### config.mk
export PLATFORM = sky130hd
export DESIGN_NAME = lidar_packet_field_parser
export DESIGN_NICKNAME = d
export VERILOG_FILES = /design/src/rtl/lpfp_pkg.sv /design/src/rtl/lpfp_cfg.sv /design/src/rtl/lpfp_front.sv /design/src/rtl/lpfp_queue.sv /design/src/rtl/lpfp_back.sv /design/src/rtl/lidar_packet_field_parser.sv
export SDC_FILE = /design/constraint.sdc
export NUM_CORES = 2
export LEC_CHECK = 0
export BUFFER_PORTS_ARGS = -buffer_cell sky130_fd_sc_hd__buf_2
export CELL_PAD_IN_SITES_DETAIL_PLACEMENT = 2
export CELL_PAD_IN_SITES_GLOBAL_PLACEMENT = 2
export CORE_MARGIN = 2
export CORE_UTILIZATION = 44
export DETAILED_ROUTE_END_ITERATION = 7
export GPL_ROUTABILITY_DRIVEN = 1
export GPL_TIMING_DRIVEN = 0
export PLACE_DENSITY_LB_ADDON = 0.1
export SLEW_MARGIN = 20
export SYNTH_ARGS = -nofsm -noshare
export SYNTH_HDL_FRONTEND = slang
export SYNTH_SLANG_ARGS = --single-unit
### constraint.sdc
create_clock -name clk -period 14.4 [get_ports clk]
set_input_delay 2.88 -clock clk [delete_from_list [all_inputs] [get_ports clk]]
set_output_delay 2.88 -clock clk [all_outputs]
set_load 0.01 [all_outputs]
### src/rtl/lpfp_pkg.sv
// Shared types and constants of the lidar packet field parser.
`default_nettype none
package lpfp_pkg;

  // Result kinds
  typedef enum logic [2:0] {
    KIND_UNIT      = 3'd0,
    KIND_OK        = 3'd1,
    KIND_BAD_MARK  = 3'd2,
    KIND_BAD_LEN   = 3'd3,
    KIND_TOO_LARGE = 3'd4
  } kind_t;

  // Packet section being parsed
  typedef enum logic [2:0] {
    SEC_HEADER = 3'd0,
    SEC_AZIM   = 3'd1,
    SEC_UNIT   = 3'd2,
    SEC_TAIL   = 3'd3,
    SEC_DONE   = 3'd4,
    SEC_SKIP   = 3'd5
  } section_t;

  // Register indexes
  localparam logic REG_FULL_LENGTH  = 1'b0;
  localparam logic REG_SHORT_LENGTH = 1'b1;

  localparam int unsigned LEN_W    = 11;
  localparam int unsigned POS_W    = 12;
  localparam logic [POS_W-1:0] POS_LIMIT = 12'd2048;

  localparam logic [LEN_W-1:0] FULL_LENGTH_RST  = 11'd1072;
  localparam logic [LEN_W-1:0] SHORT_LENGTH_RST = 11'd1068;

  localparam logic [15:0] START_MARK = 16'hEEFF;
  localparam logic [7:0]  YEAR_BASE  = 8'd100;

  // Header byte offsets
  localparam int unsigned HDR_LASERS   = 6;
  localparam int unsigned HDR_BLOCKS   = 7;
  localparam int unsigned HDR_RET_TYPE = 8;
  localparam int unsigned HDR_UNIT     = 9;

  // Defaults of the layout parameters
  localparam int unsigned HEADER_BYTES_DEF   = 12;
  localparam int unsigned MAX_BLOCKS_DEF     = 4;
  localparam int unsigned MAX_LASERS_DEF     = 64;
  localparam int unsigned RESERVED_BYTES_DEF = 10;
  localparam int unsigned SPEED_BYTES_DEF    = 2;
  localparam int unsigned FACTORY_BYTES_DEF  = 1;

  localparam int unsigned QUEUE_DEPTH = 4;
  localparam int unsigned QPTR_W      = $clog2(QUEUE_DEPTH);

  // One parsed event handed from the front to the back
  typedef struct packed {
    kind_t       kind;
    logic [2:0]  block_index;
    logic [5:0]  laser_index;
    logic [15:0] azimuth;
    logic [15:0] range_raw;
    logic [7:0]  dist_unit;
    logic [7:0]  intensity;
    logic [7:0]  confidence;
    logic [7:0]  return_type;
    logic [31:0] microseconds;
    logic [7:0]  echo_mode;
    logic [47:0] utc_raw;
    logic [2:0]  utc_got;
  } event_t;

endpackage
`default_nettype wire

### src/rtl/lpfp_cfg.sv
// APB register file holding the accepted packet lengths.
`default_nettype none
module lpfp_cfg (
  input  wire logic                      clk,
  input  wire logic                      rst_n,
  input  wire logic                      psel,
  input  wire logic                      penable,
  input  wire logic                      pwrite,
  input  wire logic [2:0]                paddr,
  input  wire logic [31:0]               pwdata,
  output logic      [31:0]               prdata,
  output logic                           pready,
  output logic      [lpfp_pkg::LEN_W-1:0] full_length,
  output logic      [lpfp_pkg::LEN_W-1:0] short_length
);
  import lpfp_pkg::*;

  logic [LEN_W-1:0] full_len_r;
  logic [LEN_W-1:0] short_len_r;
  logic             wr_en;

  assign pready = 1'b1;
  assign wr_en  = psel && penable && pwrite;

  // register writes
  always_ff @(posedge clk) begin
    if (!rst_n) begin
      full_len_r  <= FULL_LENGTH_RST;
      short_len_r <= SHORT_LENGTH_RST;
    end else if (wr_en) begin
      if (paddr[2] == REG_FULL_LENGTH) begin
        full_len_r <= pwdata[LEN_W-1:0];
      end else begin
        short_len_r <= pwdata[LEN_W-1:0];
      end
    end
  end

  // read mux
  always_comb begin
    prdata = '0;
    if (paddr[2] == REG_SHORT_LENGTH) begin
      prdata[LEN_W-1:0] = short_len_r;
    end else begin
      prdata[LEN_W-1:0] = full_len_r;
    end
  end

  assign full_length  = full_len_r;
  assign short_length = short_len_r;

endmodule
`default_nettype wire

### src/rtl/lpfp_front.sv
// Front end: walks the packet byte by byte and classifies it into events.
`default_nettype none
module lpfp_front #(
  parameter int unsigned HEADER_BYTES   = lpfp_pkg::HEADER_BYTES_DEF,
  parameter int unsigned MAX_BLOCKS     = lpfp_pkg::MAX_BLOCKS_DEF,
  parameter int unsigned MAX_LASERS     = lpfp_pkg::MAX_LASERS_DEF,
  parameter int unsigned RESERVED_BYTES = lpfp_pkg::RESERVED_BYTES_DEF,
  parameter int unsigned SPEED_BYTES    = lpfp_pkg::SPEED_BYTES_DEF,
  parameter int unsigned FACTORY_BYTES  = lpfp_pkg::FACTORY_BYTES_DEF
) (
  input  wire logic                       clk,
  input  wire logic                       rst_n,
  input  wire logic                       in_valid,
  output logic                            in_stall,
  input  wire logic [7:0]                 in_data_byte,
  input  wire logic                       in_last_byte,
  input  wire logic [lpfp_pkg::LEN_W-1:0] full_length,
  input  wire logic [lpfp_pkg::LEN_W-1:0] short_length,
  input  wire logic                       q_full,
  output logic                            ev_push,
  output lpfp_pkg::event_t                ev
);
  import lpfp_pkg::*;

  localparam int unsigned USEC_AT    = RESERVED_BYTES + SPEED_BYTES;
  localparam int unsigned ECHO_AT    = USEC_AT + 4;
  localparam int unsigned UTC_AT     = ECHO_AT + 1 + FACTORY_BYTES;
  localparam int unsigned TAIL_BYTES = UTC_AT + 6;
  localparam int unsigned TW         = $clog2(TAIL_BYTES + 1);

  section_t         sec_r, sec_step, sec_nxt;
  logic [POS_W-1:0] pos_r, pos_nxt;
  logic [15:0]      mark_r, mark_nxt;
  logic [7:0]       lt_r, lt_nxt;
  logic [7:0]       bt_r, bt_nxt;
  logic [7:0]       unit_r, unit_nxt;
  logic [7:0]       rtype_r, rtype_nxt;
  kind_t            err_r, err_nxt;
  logic [2:0]       blk_r, blk_nxt;
  logic [5:0]       las_r, las_nxt;
  logic [1:0]       fb_r, fb_nxt;
  logic [15:0]      az_r, az_nxt;
  logic [15:0]      rng_r, rng_nxt;
  logic [7:0]       inten_r, inten_nxt;
  logic [31:0]      usec_r, usec_nxt;
  logic [7:0]       echo_r, echo_nxt;
  logic [47:0]      utc_r, utc_nxt;
  logic [TW-1:0]    tail_r, tail_nxt;
  logic [TW-1:0]    usec_off;
  logic [TW-1:0]    utc_diff;
  logic             acc;
  logic             hdr_end;
  logic             too_large;
  logic             blk_last;
  logic             las_last;
  logic             unit_emit;

  assign in_stall  = q_full;
  assign acc       = in_valid && !in_stall;
  assign hdr_end   = (pos_r == POS_W'(HEADER_BYTES - 1));
  assign too_large = (bt_r > 8'(MAX_BLOCKS)) || (lt_r > 8'(MAX_LASERS));
  assign blk_last  = (({5'b0, blk_r} + 8'd1) >= bt_r);
  assign las_last  = (({2'b0, las_r} + 8'd1) >= lt_r);
  assign usec_off  = tail_r - TW'(USEC_AT);

  // section next state
  always_comb begin
    sec_step = sec_r;
    unique case (sec_r)
      SEC_HEADER: begin
        if (hdr_end) begin
          if (mark_r != START_MARK || too_large) begin
            sec_step = SEC_SKIP;
          end else if (bt_r == 8'd0) begin
            sec_step = SEC_TAIL;
          end else begin
            sec_step = SEC_AZIM;
          end
        end
      end
      SEC_AZIM: begin
        if (fb_r != 2'd0) begin
          if (lt_r != 8'd0) begin
            sec_step = SEC_UNIT;
          end else begin
            sec_step = blk_last ? SEC_TAIL : SEC_AZIM;
          end
        end
      end
      SEC_UNIT: begin
        if (fb_r == 2'd3 && las_last) begin
          sec_step = blk_last ? SEC_TAIL : SEC_AZIM;
        end
      end
      SEC_TAIL: begin
        if ((tail_r + TW'(1)) >= TW'(TAIL_BYTES)) begin
          sec_step = SEC_DONE;
        end
      end
      SEC_DONE, SEC_SKIP: sec_step = sec_r;
      default: sec_step = SEC_HEADER;
    endcase
    sec_nxt = in_last_byte ? SEC_HEADER : sec_step;
  end

  // field capture, counters and event build
  always_comb begin
    pos_nxt   = (pos_r < POS_LIMIT) ? pos_r + POS_W'(1) : pos_r;
    mark_nxt  = mark_r;
    lt_nxt    = lt_r;
    bt_nxt    = bt_r;
    unit_nxt  = unit_r;
    rtype_nxt = rtype_r;
    err_nxt   = err_r;
    blk_nxt   = blk_r;
    las_nxt   = las_r;
    fb_nxt    = fb_r;
    az_nxt    = az_r;
    rng_nxt   = rng_r;
    inten_nxt = inten_r;
    usec_nxt  = usec_r;
    echo_nxt  = echo_r;
    utc_nxt   = utc_r;
    tail_nxt  = tail_r;
    unit_emit = 1'b0;
    utc_diff  = '0;
    ev        = '0;

    unique case (sec_r)
      SEC_HEADER: begin
        if (pos_r == POS_W'(0)) begin
          mark_nxt = {in_data_byte, 8'd0};
        end else if (pos_r == POS_W'(1)) begin
          mark_nxt[7:0] = in_data_byte;
        end else if (pos_r == POS_W'(HDR_LASERS)) begin
          lt_nxt = in_data_byte;
        end else if (pos_r == POS_W'(HDR_BLOCKS)) begin
          bt_nxt = in_data_byte;
        end else if (pos_r == POS_W'(HDR_RET_TYPE)) begin
          rtype_nxt = in_data_byte;
        end else if (pos_r == POS_W'(HDR_UNIT)) begin
          unit_nxt = in_data_byte;
        end
        if (hdr_end) begin
          if (mark_r != START_MARK) begin
            err_nxt = KIND_BAD_MARK;
          end else if (too_large) begin
            err_nxt = KIND_TOO_LARGE;
          end else if (bt_r != 8'd0) begin
            blk_nxt = 3'd0;
            fb_nxt  = 2'd0;
          end
        end
      end
      SEC_AZIM: begin
        if (fb_r == 2'd0) begin
          az_nxt = {8'd0, in_data_byte};
          fb_nxt = 2'd1;
        end else begin
          az_nxt[15:8] = in_data_byte;
          fb_nxt       = 2'd0;
          las_nxt      = 6'd0;
          if (lt_r == 8'd0 && !blk_last) begin
            blk_nxt = blk_r + 3'd1;
          end
        end
      end
      SEC_UNIT: begin
        unique case (fb_r)
          2'd0: begin
            rng_nxt = {8'd0, in_data_byte};
            fb_nxt  = 2'd1;
          end
          2'd1: begin
            rng_nxt[15:8] = in_data_byte;
            fb_nxt        = 2'd2;
          end
          2'd2: begin
            inten_nxt = in_data_byte;
            fb_nxt    = 2'd3;
          end
          default: begin
            unit_emit      = 1'b1;
            ev.kind        = KIND_UNIT;
            ev.block_index = blk_r;
            ev.laser_index = las_r;
            ev.azimuth     = az_r;
            ev.range_raw   = rng_r;
            ev.dist_unit   = unit_r;
            ev.intensity   = inten_r;
            ev.confidence  = in_data_byte;
            fb_nxt         = 2'd0;
            if (las_last) begin
              las_nxt = 6'd0;
              if (!blk_last) begin
                blk_nxt = blk_r + 3'd1;
              end
            end else begin
              las_nxt = las_r + 6'd1;
            end
          end
        endcase
      end
      SEC_TAIL: begin
        if (tail_r >= TW'(USEC_AT) && tail_r < TW'(ECHO_AT)) begin
          usec_nxt[8*usec_off[1:0] +: 8] = in_data_byte;
        end else if (tail_r == TW'(ECHO_AT)) begin
          echo_nxt = in_data_byte;
        end else if (tail_r >= TW'(UTC_AT) && tail_r < TW'(TAIL_BYTES)) begin
          utc_nxt = {utc_r[39:0], in_data_byte};
        end
        tail_nxt = tail_r + TW'(1);
      end
      SEC_DONE, SEC_SKIP: begin
        tail_nxt = tail_r;
      end
      default: begin
        tail_nxt = tail_r;
      end
    endcase

    // end of packet: trailer or error replaces any unit record
    if (in_last_byte) begin
      ev = '0;
      if (pos_nxt != {1'b0, full_length} && pos_nxt != {1'b0, short_length}) begin
        ev.kind = KIND_BAD_LEN;
      end else if (sec_step == SEC_HEADER) begin
        ev.kind = KIND_BAD_MARK;
      end else if (sec_step == SEC_SKIP) begin
        ev.kind = err_nxt;
      end else begin
        ev.kind         = KIND_OK;
        ev.return_type  = rtype_nxt;
        ev.microseconds = usec_nxt;
        ev.echo_mode    = echo_nxt;
        ev.utc_raw      = utc_nxt;
        utc_diff        = tail_nxt - TW'(UTC_AT);
        if (tail_nxt <= TW'(UTC_AT)) begin
          ev.utc_got = 3'd0;
        end else if (utc_diff > TW'(6)) begin
          ev.utc_got = 3'd6;
        end else begin
          ev.utc_got = utc_diff[2:0];
        end
      end
      pos_nxt   = '0;
      mark_nxt  = '0;
      lt_nxt    = '0;
      bt_nxt    = '0;
      unit_nxt  = '0;
      rtype_nxt = '0;
      err_nxt   = KIND_UNIT;
      blk_nxt   = '0;
      las_nxt   = '0;
      fb_nxt    = '0;
      az_nxt    = '0;
      rng_nxt   = '0;
      inten_nxt = '0;
      usec_nxt  = '0;
      echo_nxt  = '0;
      utc_nxt   = '0;
      tail_nxt  = '0;
    end
  end

  assign ev_push = acc && (in_last_byte || unit_emit);

  // parser state
  always_ff @(posedge clk) begin
    if (!rst_n) begin
      sec_r   <= SEC_HEADER;
      pos_r   <= '0;
      mark_r  <= '0;
      lt_r    <= '0;
      bt_r    <= '0;
      unit_r  <= '0;
      rtype_r <= '0;
      err_r   <= KIND_UNIT;
      blk_r   <= '0;
      las_r   <= '0;
      fb_r    <= '0;
      az_r    <= '0;
      rng_r   <= '0;
      inten_r <= '0;
      usec_r  <= '0;
      echo_r  <= '0;
      utc_r   <= '0;
      tail_r  <= '0;
    end else if (acc) begin
      sec_r   <= sec_nxt;
      pos_r   <= pos_nxt;
      mark_r  <= mark_nxt;
      lt_r    <= lt_nxt;
      bt_r    <= bt_nxt;
      unit_r  <= unit_nxt;
      rtype_r <= rtype_nxt;
      err_r   <= err_nxt;
      blk_r   <= blk_nxt;
      las_r   <= las_nxt;
      fb_r    <= fb_nxt;
      az_r    <= az_nxt;
      rng_r   <= rng_nxt;
      inten_r <= inten_nxt;
      usec_r  <= usec_nxt;
      echo_r  <= echo_nxt;
      utc_r   <= utc_nxt;
      tail_r  <= tail_nxt;
    end
  end

endmodule
`default_nettype wire

### src/rtl/lpfp_queue.sv
// Small event queue between the parser front and the output back end.
`default_nettype none
module lpfp_queue (
  input  wire logic             clk,
  input  wire logic             rst_n,
  input  wire logic             push,
  input  wire lpfp_pkg::event_t push_ev,
  output logic                  full,
  input  wire logic             pop,
  output logic                  not_empty,
  output lpfp_pkg::event_t      head_ev
);
  import lpfp_pkg::*;

  event_t            slot_r [QUEUE_DEPTH];
  logic [QPTR_W-1:0] wr_ptr_r, wr_ptr_nxt;
  logic [QPTR_W-1:0] rd_ptr_r, rd_ptr_nxt;
  logic [QPTR_W:0]   count_r, count_nxt;
  logic              do_pop;

  assign full      = (count_r == (QPTR_W+1)'(QUEUE_DEPTH));
  assign not_empty = (count_r != '0);
  assign do_pop    = pop && not_empty;
  assign head_ev   = slot_r[rd_ptr_r];

  // pointer and occupancy update
  always_comb begin
    wr_ptr_nxt = push ? wr_ptr_r + QPTR_W'(1) : wr_ptr_r;
    rd_ptr_nxt = do_pop ? rd_ptr_r + QPTR_W'(1) : rd_ptr_r;
    count_nxt  = count_r + (QPTR_W+1)'(push) - (QPTR_W+1)'(do_pop);
  end

  always_ff @(posedge clk) begin
    if (!rst_n) begin
      wr_ptr_r <= '0;
      rd_ptr_r <= '0;
      count_r  <= '0;
    end else begin
      wr_ptr_r <= wr_ptr_nxt;
      rd_ptr_r <= rd_ptr_nxt;
      count_r  <= count_nxt;
    end
  end

  // slot storage
  always_ff @(posedge clk) begin
    if (push) begin
      slot_r[wr_ptr_r] <= push_ev;
    end
  end

endmodule
`default_nettype wire

### src/rtl/lpfp_back.sv
// Back end: scales the range, aligns the UTC bytes and holds the result register.
`default_nettype none
module lpfp_back (
  input  wire logic             clk,
  input  wire logic             rst_n,
  input  wire logic             q_not_empty,
  input  wire lpfp_pkg::event_t q_ev,
  output logic                  q_pop,
  output logic                  out_valid,
  input  wire logic             out_stall,
  output logic      [2:0]       out_kind,
  output logic      [2:0]       out_block_index,
  output logic      [5:0]       out_laser_index,
  output logic      [15:0]      out_azimuth,
  output logic      [23:0]      out_range_mm,
  output logic      [7:0]       out_intensity,
  output logic      [7:0]       out_confidence,
  output logic      [7:0]       out_return_type,
  output logic      [31:0]      out_microseconds,
  output logic      [7:0]       out_echo_mode,
  output logic      [47:0]      out_utc_packed
);
  import lpfp_pkg::*;

  logic        valid_r;
  logic [2:0]  kind_r;
  logic [2:0]  blk_r;
  logic [5:0]  las_r;
  logic [15:0] az_r;
  logic [23:0] range_r;
  logic [7:0]  inten_r;
  logic [7:0]  conf_r;
  logic [7:0]  rtype_r;
  logic [31:0] usec_r;
  logic [7:0]  echo_r;
  logic [47:0] utc_r;
  logic [23:0] range_mm;
  logic [47:0] utc_al;
  logic [7:0]  year;
  logic [47:0] utc_fix;

  assign q_pop = q_not_empty && (!valid_r || !out_stall);

  // range scaling, 16 x 8, full 24-bit product
  assign range_mm = {8'd0, q_ev.range_raw} * {16'd0, q_ev.dist_unit};

  // left-align the UTC bytes that arrived, then fix the year base
  always_comb begin
    unique case (q_ev.utc_got)
      3'd1:    utc_al = {q_ev.utc_raw[7:0],  40'd0};
      3'd2:    utc_al = {q_ev.utc_raw[15:0], 32'd0};
      3'd3:    utc_al = {q_ev.utc_raw[23:0], 24'd0};
      3'd4:    utc_al = {q_ev.utc_raw[31:0], 16'd0};
      3'd5:    utc_al = {q_ev.utc_raw[39:0], 8'd0};
      3'd6:    utc_al = q_ev.utc_raw;
      default: utc_al = '0;
    endcase
    year = utc_al[47:40];
    if (q_ev.utc_got != 3'd0 && year < YEAR_BASE) begin
      year = year + YEAR_BASE;
    end
    utc_fix = {year, utc_al[39:0]};
  end

  // output register
  always_ff @(posedge clk) begin
    if (!rst_n) begin
      valid_r <= 1'b0;
    end else if (q_pop) begin
      valid_r <= 1'b1;
    end else if (!out_stall) begin
      valid_r <= 1'b0;
    end
  end

  always_ff @(posedge clk) begin
    if (q_pop) begin
      kind_r  <= q_ev.kind;
      blk_r   <= q_ev.block_index;
      las_r   <= q_ev.laser_index;
      az_r    <= q_ev.azimuth;
      range_r <= range_mm;
      inten_r <= q_ev.intensity;
      conf_r  <= q_ev.confidence;
      rtype_r <= q_ev.return_type;
      usec_r  <= q_ev.microseconds;
      echo_r  <= q_ev.echo_mode;
      utc_r   <= utc_fix;
    end
  end

  assign out_valid        = valid_r;
  assign out_kind         = kind_r;
  assign out_block_index  = blk_r;
  assign out_laser_index  = las_r;
  assign out_azimuth      = az_r;
  assign out_range_mm     = range_r;
  assign out_intensity    = inten_r;
  assign out_confidence   = conf_r;
  assign out_return_type  = rtype_r;
  assign out_microseconds = usec_r;
  assign out_echo_mode    = echo_r;
  assign out_utc_packed   = utc_r;

endmodule
`default_nettype wire

### src/rtl/lidar_packet_field_parser.sv
// Lidar packet field parser: byte stream in, unit records and trailers out.
//
// Input channel: one packet byte per transaction (in_data_byte), with
// in_last_byte set on the final byte. Output channel: one result per
// transaction: a unit record per completed laser unit, and on the last byte
// either a packet-ok trailer or an error kind. Both channels use valid/stall.
// APB port: full_length at address 0, short_length at address 4.
// Throughput: one byte per cycle while in_stall is low, set by the single-byte parser step.
// Path: a result is written into the event queue when its byte is accepted,
// and moves from there into the output register when that register is free.
// A 4-entry event queue sits between the parser and the output register;
// while the receiver stalls, bytes are still accepted until the queue fills,
// then in_stall rises. The output register holds its value while stalled.
// Reset (synchronous, active low) empties the queue, drops out_valid, puts the
// parser at the start of a packet and loads the length registers with
// 1072 and 1068.
`default_nettype none
module lidar_packet_field_parser #(
  parameter int unsigned HEADER_BYTES   = lpfp_pkg::HEADER_BYTES_DEF,
  parameter int unsigned MAX_BLOCKS     = lpfp_pkg::MAX_BLOCKS_DEF,
  parameter int unsigned MAX_LASERS     = lpfp_pkg::MAX_LASERS_DEF,
  parameter int unsigned RESERVED_BYTES = lpfp_pkg::RESERVED_BYTES_DEF,
  parameter int unsigned SPEED_BYTES    = lpfp_pkg::SPEED_BYTES_DEF,
  parameter int unsigned FACTORY_BYTES  = lpfp_pkg::FACTORY_BYTES_DEF
) (
  input  wire logic        clk,
  input  wire logic        rst_n,
  input  wire logic        in_valid,
  output logic             in_stall,
  input  wire logic [7:0]  in_data_byte,
  input  wire logic        in_last_byte,
  output logic             out_valid,
  input  wire logic        out_stall,
  output logic      [2:0]  out_kind,
  output logic      [2:0]  out_block_index,
  output logic      [5:0]  out_laser_index,
  output logic      [15:0] out_azimuth,
  output logic      [23:0] out_range_mm,
  output logic      [7:0]  out_intensity,
  output logic      [7:0]  out_confidence,
  output logic      [7:0]  out_return_type,
  output logic      [31:0] out_microseconds,
  output logic      [7:0]  out_echo_mode,
  output logic      [47:0] out_utc_packed,
  input  wire logic        psel,
  input  wire logic        penable,
  input  wire logic        pwrite,
  input  wire logic [2:0]  paddr,
  input  wire logic [31:0] pwdata,
  output logic      [31:0] prdata,
  output logic             pready
);
  import lpfp_pkg::*;

  logic [LEN_W-1:0] full_length;
  logic [LEN_W-1:0] short_length;
  logic             q_full;
  logic             q_not_empty;
  logic             q_pop;
  logic             ev_push;
  event_t           ev;
  event_t           head_ev;

  lpfp_cfg u_cfg (
    .clk          (clk),
    .rst_n        (rst_n),
    .psel         (psel),
    .penable      (penable),
    .pwrite       (pwrite),
    .paddr        (paddr),
    .pwdata       (pwdata),
    .prdata       (prdata),
    .pready       (pready),
    .full_length  (full_length),
    .short_length (short_length)
  );

  lpfp_front #(
    .HEADER_BYTES   (HEADER_BYTES),
    .MAX_BLOCKS     (MAX_BLOCKS),
    .MAX_LASERS     (MAX_LASERS),
    .RESERVED_BYTES (RESERVED_BYTES),
    .SPEED_BYTES    (SPEED_BYTES),
    .FACTORY_BYTES  (FACTORY_BYTES)
  ) u_front (
    .clk          (clk),
    .rst_n        (rst_n),
    .in_valid     (in_valid),
    .in_stall     (in_stall),
    .in_data_byte (in_data_byte),
    .in_last_byte (in_last_byte),
    .full_length  (full_length),
    .short_length (short_length),
    .q_full       (q_full),
    .ev_push      (ev_push),
    .ev           (ev)
  );

  lpfp_queue u_queue (
    .clk       (clk),
    .rst_n     (rst_n),
    .push      (ev_push),
    .push_ev   (ev),
    .full      (q_full),
    .pop       (q_pop),
    .not_empty (q_not_empty),
    .head_ev   (head_ev)
  );

  lpfp_back u_back (
    .clk              (clk),
    .rst_n            (rst_n),
    .q_not_empty      (q_not_empty),
    .q_ev             (head_ev),
    .q_pop            (q_pop),
    .out_valid        (out_valid),
    .out_stall        (out_stall),
    .out_kind         (out_kind),
    .out_block_index  (out_block_index),
    .out_laser_index  (out_laser_index),
    .out_azimuth      (out_azimuth),
    .out_range_mm     (out_range_mm),
    .out_intensity    (out_intensity),
    .out_confidence   (out_confidence),
    .out_return_type  (out_return_type),
    .out_microseconds (out_microseconds),
    .out_echo_mode    (out_echo_mode),
    .out_utc_packed   (out_utc_packed)
  );

endmodule
`default_nettype wire
## Word-level counts from Yosys, hierarchy flattened

Memory sizes are Yosys's and may differ from the RTL's. A register that Yosys moved wholly into a read port is not among the register bits.
Cells that the tools add are included.

| cells by class | value |
|---|---|
| add/subtract/negate cells | 14 |
| multipliers | 1 |
| $lt $le $gt $ge | 13 |
| eq/ne operators | 41 |
| shifts and indexed selects | 2 |
| multiplexer cells | 119 |
| bitwise gates (word level) | 1 |
| reductions and logical operators | 61 |

Operators with widths:

| kind | count |
|---|---|
| $mux 8 | 39 |
| $mux 99 | 3 |
| $pmux 48 s6 | 1 |
| $mux 48 | 5 |
| $mux 167 | 1 |
| $mux 16 | 6 |
| $mux 32 | 3 |
| $mux 3 | 27 |
| $mux 68 | 1 |
| $mux 65 | 1 |
| $eq 12x4->1 const B | 3 |
| $neg 5->34 | 1 |
| $shift 8x34->32 const A | 1 |
| $shiftx 8x34->32 | 1 |
| $bwmux 32 | 1 |
| $eq 12x3->1 const B | 2 |
| $mul 16x8->24 | 1 |
| $mux 12 | 2 |
| $mux 6 | 4 |
| $ne 12x11->1 | 2 |
| $eq 3x3->1 const B | 7 |
| $reduce_bool 2->1 | 10 |
| $mux 2 | 9 |
| $reduce_and 3->1 | 6 |
| other kinds (60) | 115 |

| word-level totals | value |
|---|---|
| register bits after elaboration | 404 |
| RAM bits | 668 |
| input bits | 51 |
| output and inout port bits | 199 |
| word-level logic and storage cells | 291 |
| memories | 1 |

Memories:

| memory | words | bits a word | read ports | clocked after memory_dff | wr ports | RTL line | source |
|---|---|---|---|---|---|---|---|
| u_queue.slot_r | 4 | 167 | 1 | 1 | 1 | lpfp_queue.sv:15 | `event_t slot_r [QUEUE_DEPTH];` |

## Depth between registers and ports, before layout

| logic depth | value |
|---|---|
| word-level depth | 11 |
| mapped depth | 24 |
| mapped depth without buffers | 19 |

## By module

Synthesis repeated with hierarchy kept, for this count alone.

| second synthesis, totals | value |
|---|---|
| cells, all modules | 3433 |
| area, all modules | 49229.7 µm² |

By module, submodules not included:

| module | times used | cells each | area an instance (µm²) | sequential area each (µm²) |
|---|---|---|---|---|
| lpfp_queue | 1 | 918 | 24581.1 | 20239.4 |
| lpfp_front | 1 | 1527 | 12958.7 | 4204.0 |
| lpfp_back | 1 | 862 | 10481.3 | 4944.7 |
| lpfp_cfg | 1 | 126 | 1208.7 | 440.4 |

## Worst setup path before layout

No wires, ideal clock.

| path | value |
|---|---|
| kind | input port to flip-flop |
| start point | input out_stall |
| end point | register u_queue.count_r[2] |
| setup time | 0.128 ns |
| arrival | 13.051 ns |
| data required time | 14.272 ns |
| path slack | 1.222 ns |
| stages on the path | 9 |
| path buffers | 0 |
| path through | a21oi_1 -> ha_1 -> inv_1 -> ha_1 -> inv_1 -> fa_1 -> xor2_1 -> xnor2_1 -> nor2_1 |

| between the ends | value |
|---|---|
| word-level cells in the longest chain between the ends | 5 |

Ends and longest elaborated chain:

| element | RTL line | source |
|---|---|---|
| start: declaration | lidar_packet_field_parser.sv:33 | `input wire logic out_stall,` |
| $logic_not 1->1 | lpfp_back.sv:42 | `assign q_pop = q_not_empty && (!valid_r \|\| !out_stall);` |
| $logic_or 1x1->1 | lpfp_back.sv:42 |  |
| $logic_and 1x1->1 | lpfp_back.sv:42 |  |
| $logic_and 1x1->1 | lpfp_queue.sv:23 | `assign do_pop = pop && not_empty;` |
| $sub 3x1->3 | lpfp_queue.sv:30 | `count_nxt = count_r + (QPTR_W+1)'(push) - (QPTR_W+1)'(do_pop);` |
| end signal: assignment | lpfp_queue.sv:41 | `count_r <= count_nxt;` |
| end: declaration | lpfp_queue.sv:18 | `logic [QPTR_W:0] count_r, count_nxt;` |

No other way between the ends.
A chain may end at the register's enable or synchronous reset.

==> flow_metrics.py <==
metrics = {
    "setup_path": {
        "worst-setup-path-type": "reg2reg",
        "critPathLaunchType": "flip-flop",
        "timing.critical_path.cells": "buf_2 -> buf_2 -> buf_2 -> buf_2 -> buf_1 -> mux4_2 -> and2_1 -> fa_1 -> fa_1 -> fa_1 -> inv_1 -> fa_1 -> inv_1 -> ha_1 -> a21o_1 -> a21oi_1 -> o21ai_0 -> or4_1 -> o211ai_1 -> nand3_1 -> a2111oi_0 -> or3b_2",
        "worst-path-buf-inv": 7,
        "crit_path_max_incr_delay_ps": 710,
        "crit_path_max_fanout": 10,
        "setup.worst_path.end_class": "flip-flop",
        "cp.required_ps": 14970,
        "crit_arrival_ps": 8250,
        "worst_path_max_delay_cell": "sky130_fd_sc_hd__buf_1",
        "worst_path_dominant_cell_family": "adder cells",
    },
    "clock_tree": {
        "cts-buffers-inserted": 115,
        "post_cts.repair.setup_buffers": 0,
        "ctsHoldBuffers": 0,
        "cts.htree.levels": 3,
        "ctsResizeCount": 0,
        "cts.sink_count": 1074,
        "clock_latency_ps": 710,
        "clock_pin_slew_worst_setup_and_hold_paths_ps": 60,
        "clock_tree.root_cell": "sky130_fd_sc_hd__clkbuf_16",
        "ctsLongestPathBuffers": 3,
        "cts_tree": "yes",
    },
    "logic_synthesis": {
        "area_contributors_post_synth": "sky130_fd_sc_hd__edfxtp_1 52%, sky130_fd_sc_hd__dfxtp_1 10%, sky130_fd_sc_hd__mux4_2 7.9%, sky130_fd_sc_hd__fa_1 3.6%, sky130_fd_sc_hd__a22oi_1 2.5%",
        "syn_area_per_cell_um2": 14.05,
        "top_reg_cell_synth": "sky130_fd_sc_hd__edfxtp_1",
        "synth_cell_type_count": 88,
        "yosys.area.top_type": "sky130_fd_sc_hd__edfxtp_1",
        "seq_total_area_yosys_pct": 62.48,
        "synth_enable_flop_cells": 832,
        "synthArstFlopShare_pct": 0,
        "share_of_the_synthesized_area_in_the_top_cell_type_pct": 52.33,
        "synthesis.instances": 3398,
        "synthesis.area_mm2": 0.04774,
        "ys_seq_elements": 1074,
        "ys.warnings.count": 0,
    },
    "finish": {
        "finalInstanceArea_mm2": 0.05514,
        "multi_input_comb_area_mm2": 0.01631,
        "num-nets-final": 3982,
        "num-fill-cells": 10021,
        "drive_gt1_share_pct": 18.21,
        "layout.area.seq_mm2": 0.02983,
        "flow.area_growth_from_synthesis_pct": 15.49,
    },
    "flow_run": {
        "drv.max_cap_violation_count": 0,
    },
    "drt": {
        "vias": 30673,
        "drt_drc_violations_left": 0,
        "vias_per_cell": 5.819,
        "routed_wirelength_um": 150300,
        "antenna_violating_nets_post_route": 0,
        "drt_iter0_drc": 2253,
        "post_drt_wl_per_cell_um": 28.52,
        "detailedRoute.firstPassIterationCount": 5,
    },
    "power": {
        "max-vdd-ir-drop_uv": 211.3,
        "static-leakage-power_uw": 0.01948,
        "p_int_uw": 8247,
        "seq_power_share_pct": 31.5,
        "switchingPower_uw": 4840,
        "power.share.clock_pct": 23.3,
        "power_per_cell_area_mw_per_mm2": 237.4,
        "combPwrFrac_pct": 45.3,
        "power.share.switching_pct": 36.98,
    },
    "hold_path": {
        "min-delay-start": "u_front.rng_r[6]$_SDFFE_PN0P_",
        "timing.hold.worst.class": "reg2reg",
    },
    "placement": {
        "dpl_hpwl_um": 105600,
        "postPlaceCellArea_mm2": 0.05124,
        "io_buffers": 204,
        "globalplace.congestion": 0.8405,
    },
    "timing": {
        "setup_viol_count_final": 0,
        "min_period_over_period_pct": 53.34,
        "fmaxAchievable_mhz": 130.2,
        "finalMaxSlewViolations": 0,
        "hold_violations": 0,
        "period_needed_ps": 7681,
        "skew_ps": 35.30,
        "max-slew-margin-rel_pct": 21.19,
        "grt_setup_unrepaired": "false",
        "worst_slew_pin_slew_ps": 1173,
        "final.setup.tns_ps": 0,
    },
    "global_routing": {
        "maximum_number_of_pins_on_one_net_before_global_route_repair": 47,
        "grt_overflow_total": 0,
        "global_route_layer_with_the_greatest_usage": "met2",
        "grt.met1_usage_pct": 34.87,
        "wire_length_of_the_first_global_routing_pass_um": 227000,
        "globalRouteMet2Util_pct": 47.80,
        "grt_antenna_before_repair": 11,
        "first_global_vias": 34561,
        "grt_use_total_pct": 27.13,
        "use_met3_pct": 3.715,
    },
    "die": {
        "ios": 250,
        "die_area_mm2": 0.1112,
        "core.rowCount": 120,
        "initial_utilization_pct": 44.47,
        "coreArea_mm2": 0.1074,
        "chipWidth_um": 333.4,
        "die_h_um": 333.4,
    },
    "status": {
        "run_status": "completed",
    },
}
tightest hold or removal path, cell delays in order, from the launching register on:
cell	delay, ps
sky130_fd_sc_hd__dfxtp_1	310
sky130_fd_sc_hd__nand2_1	60
sky130_fd_sc_hd__a21oi_1	60
power groups by stage:
stage	clock, uW	sequential (uW)	combinational [uW]
after global placement	0	4310	5570
after floorplan	0	4380	4040
after detailed placement	0	4190	5960
final	3040	4120	5920
after global routing	3200	4160	6710
after CTS	3090	4130	6030
final cells by class:
type                    count  area share (%)
plain buffers             217           2.047
inverters                 155           1.055
multi-input cells        1972           29.58
well taps                1403           3.184
repair buffers            228           2.982
flip-flops and latches   1074           54.10
diodes                      2        0.009077
clock inverters            57           1.098
clock buffers             163           5.945
path summary, 6_finish.rpt:
| check | to | slack, ps | cells past startpoint |
|---|---|---|---|
| worst max-delay path | u_back.out_range_mm[22]$_DFFE_PP_ | 6720 | 22 |
| worst min-delay path | u_front.rng_r[6]$_SDFFE_PN0P_ | 470 | 2 |
| worst max register to register | u_back.out_range_mm[22]$_DFFE_PP_ | 6720 | 22 |
| worst min register to register | u_front.rng_r[6]$_SDFFE_PN0P_ | 470 | 2 |
cell families (layout without fill, tap and decap cells):
group | count (synthesis) | count (layout) | share of synthesized area, %
simple gates | 953 | 953 | 10.02
mux | 266 | 266 | 9.988
buf+inv | 372 | 820 | 3.577
other cells | 2 | 24 | 0.01573
fa+ha+maj | 168 | 168 | 5.739
xor+xnor | 64 | 64 | 1.203
compound gates | 499 | 499 | 6.982
flops | 1074 | 1074 | 62.48
layout by cell type, fill, tap and decap left out, types with 19 or more instances in the layout:
cell	Yosys	final
sky130_fd_sc_hd__mux4_2	167	167
sky130_fd_sc_hd__o21ai_0	55	55
sky130_fd_sc_hd__dfxtp_1	242	242
sky130_fd_sc_hd__clkbuf_1	122	148
sky130_fd_sc_hd__clkbuf_8	7	19
sky130_fd_sc_hd__conb_1	2	22
sky130_fd_sc_hd__fa_1	85	85
sky130_fd_sc_hd__buf_16	0	19
sky130_fd_sc_hd__clkinv_2	0	20
sky130_fd_sc_hd__inv_1	154	154
sky130_fd_sc_hd__a22oi_1	156	156
sky130_fd_sc_hd__nand2_1	182	182
sky130_fd_sc_hd__buf_2	31	235
sky130_fd_sc_hd__nor2b_1	26	25
sky130_fd_sc_hd__a31oi_1	20	20
sky130_fd_sc_hd__ha_1	83	83
sky130_fd_sc_hd__a21oi_1	145	144
sky130_fd_sc_hd__xnor2_1	48	48
sky130_fd_sc_hd__buf_4	28	28
sky130_fd_sc_hd__clkbuf_16	0	119
sky130_fd_sc_hd__and3_1	42	42
sky130_fd_sc_hd__and2_1	180	176
sky130_fd_sc_hd__edfxtp_1	832	832
sky130_fd_sc_hd__mux2i_1	86	86
sky130_fd_sc_hd__nor2_1	269	269
sky130_fd_sc_hd__nor3_1	126	125
sky130_fd_sc_hd__nand3_1	38	38
synthesized netlist by cell type, types with 9 or more instances:
library cell               number
sky130_fd_sc_hd__nor4_1        10
sky130_fd_sc_hd__nor2_1       269
sky130_fd_sc_hd__buf_4         28
sky130_fd_sc_hd__clkbuf_1     122
sky130_fd_sc_hd__a21o_1        13
sky130_fd_sc_hd__a31oi_1       20
sky130_fd_sc_hd__and3_1        42
sky130_fd_sc_hd__nand4_1       12
sky130_fd_sc_hd__a211oi_1      17
sky130_fd_sc_hd__a21oi_1      145
sky130_fd_sc_hd__a221o_1        9
sky130_fd_sc_hd__buf_1         16
sky130_fd_sc_hd__mux2i_1       86
sky130_fd_sc_hd__dfxtp_1      242
sky130_fd_sc_hd__inv_1        154
sky130_fd_sc_hd__o21ai_0       55
sky130_fd_sc_hd__nand2_1      182
sky130_fd_sc_hd__and2_1       180
sky130_fd_sc_hd__xor2_1        15
sky130_fd_sc_hd__xnor2_1       48
sky130_fd_sc_hd__ha_1          83
sky130_fd_sc_hd__mux4_2       167
sky130_fd_sc_hd__nand3_1       38
sky130_fd_sc_hd__buf_6         13
sky130_fd_sc_hd__a22o_1        17
sky130_fd_sc_hd__mux2_2        13
sky130_fd_sc_hd__a22oi_1      156
sky130_fd_sc_hd__nor3_1       126
sky130_fd_sc_hd__edfxtp_1     832
sky130_fd_sc_hd__nor2b_1       26
sky130_fd_sc_hd__nand2b_1      15
sky130_fd_sc_hd__buf_2         31
sky130_fd_sc_hd__fa_1          85
sky130_fd_sc_hd__o21ai_1       10
routing by layer:
metal,part of all wire (%),vias to the layer above
li1,-,13346
met1,42,16145
met2,51,910
met3,4.4,262
met4,2.9,10
met5,0.039,-
registers in the layout (all words and copies together) (netlist names), 11 cells and up, named ones only:
signal                   count
u_back.out_azimuth          16
u_back.out_microseconds     32
u_back.out_range_mm         24
u_back.out_utc_packed       48
u_cfg.full_length           11
u_cfg.short_length          11
u_front.az_r                16
u_front.mark_r              16
u_front.pos_r               12
u_front.rng_r               16
u_front.usec_r              32
u_front.utc_r               48
u_queue.slot_r             668
through the flow:
stage | instances | util (%) | hold slack, ps | power (uW) | setup WS, ps
floorplan | 3418 | - | 431.7 | 8422 | 1222
global placement | 5025 | 47.13 | 446.1 | 9887 | -3527
detailed placement | 5049 | 47.73 | 454.2 | 10150 | 6649
CTS | 5269 | 51.35 | 469.5 | 13260 | 6570
global route | 5270 | 51.36 | 489.2 | 14060 | 6233
finish | 5271 | 51.36 | 468.9 | 13090 | 6719
(Power assumes the default switching activity.)
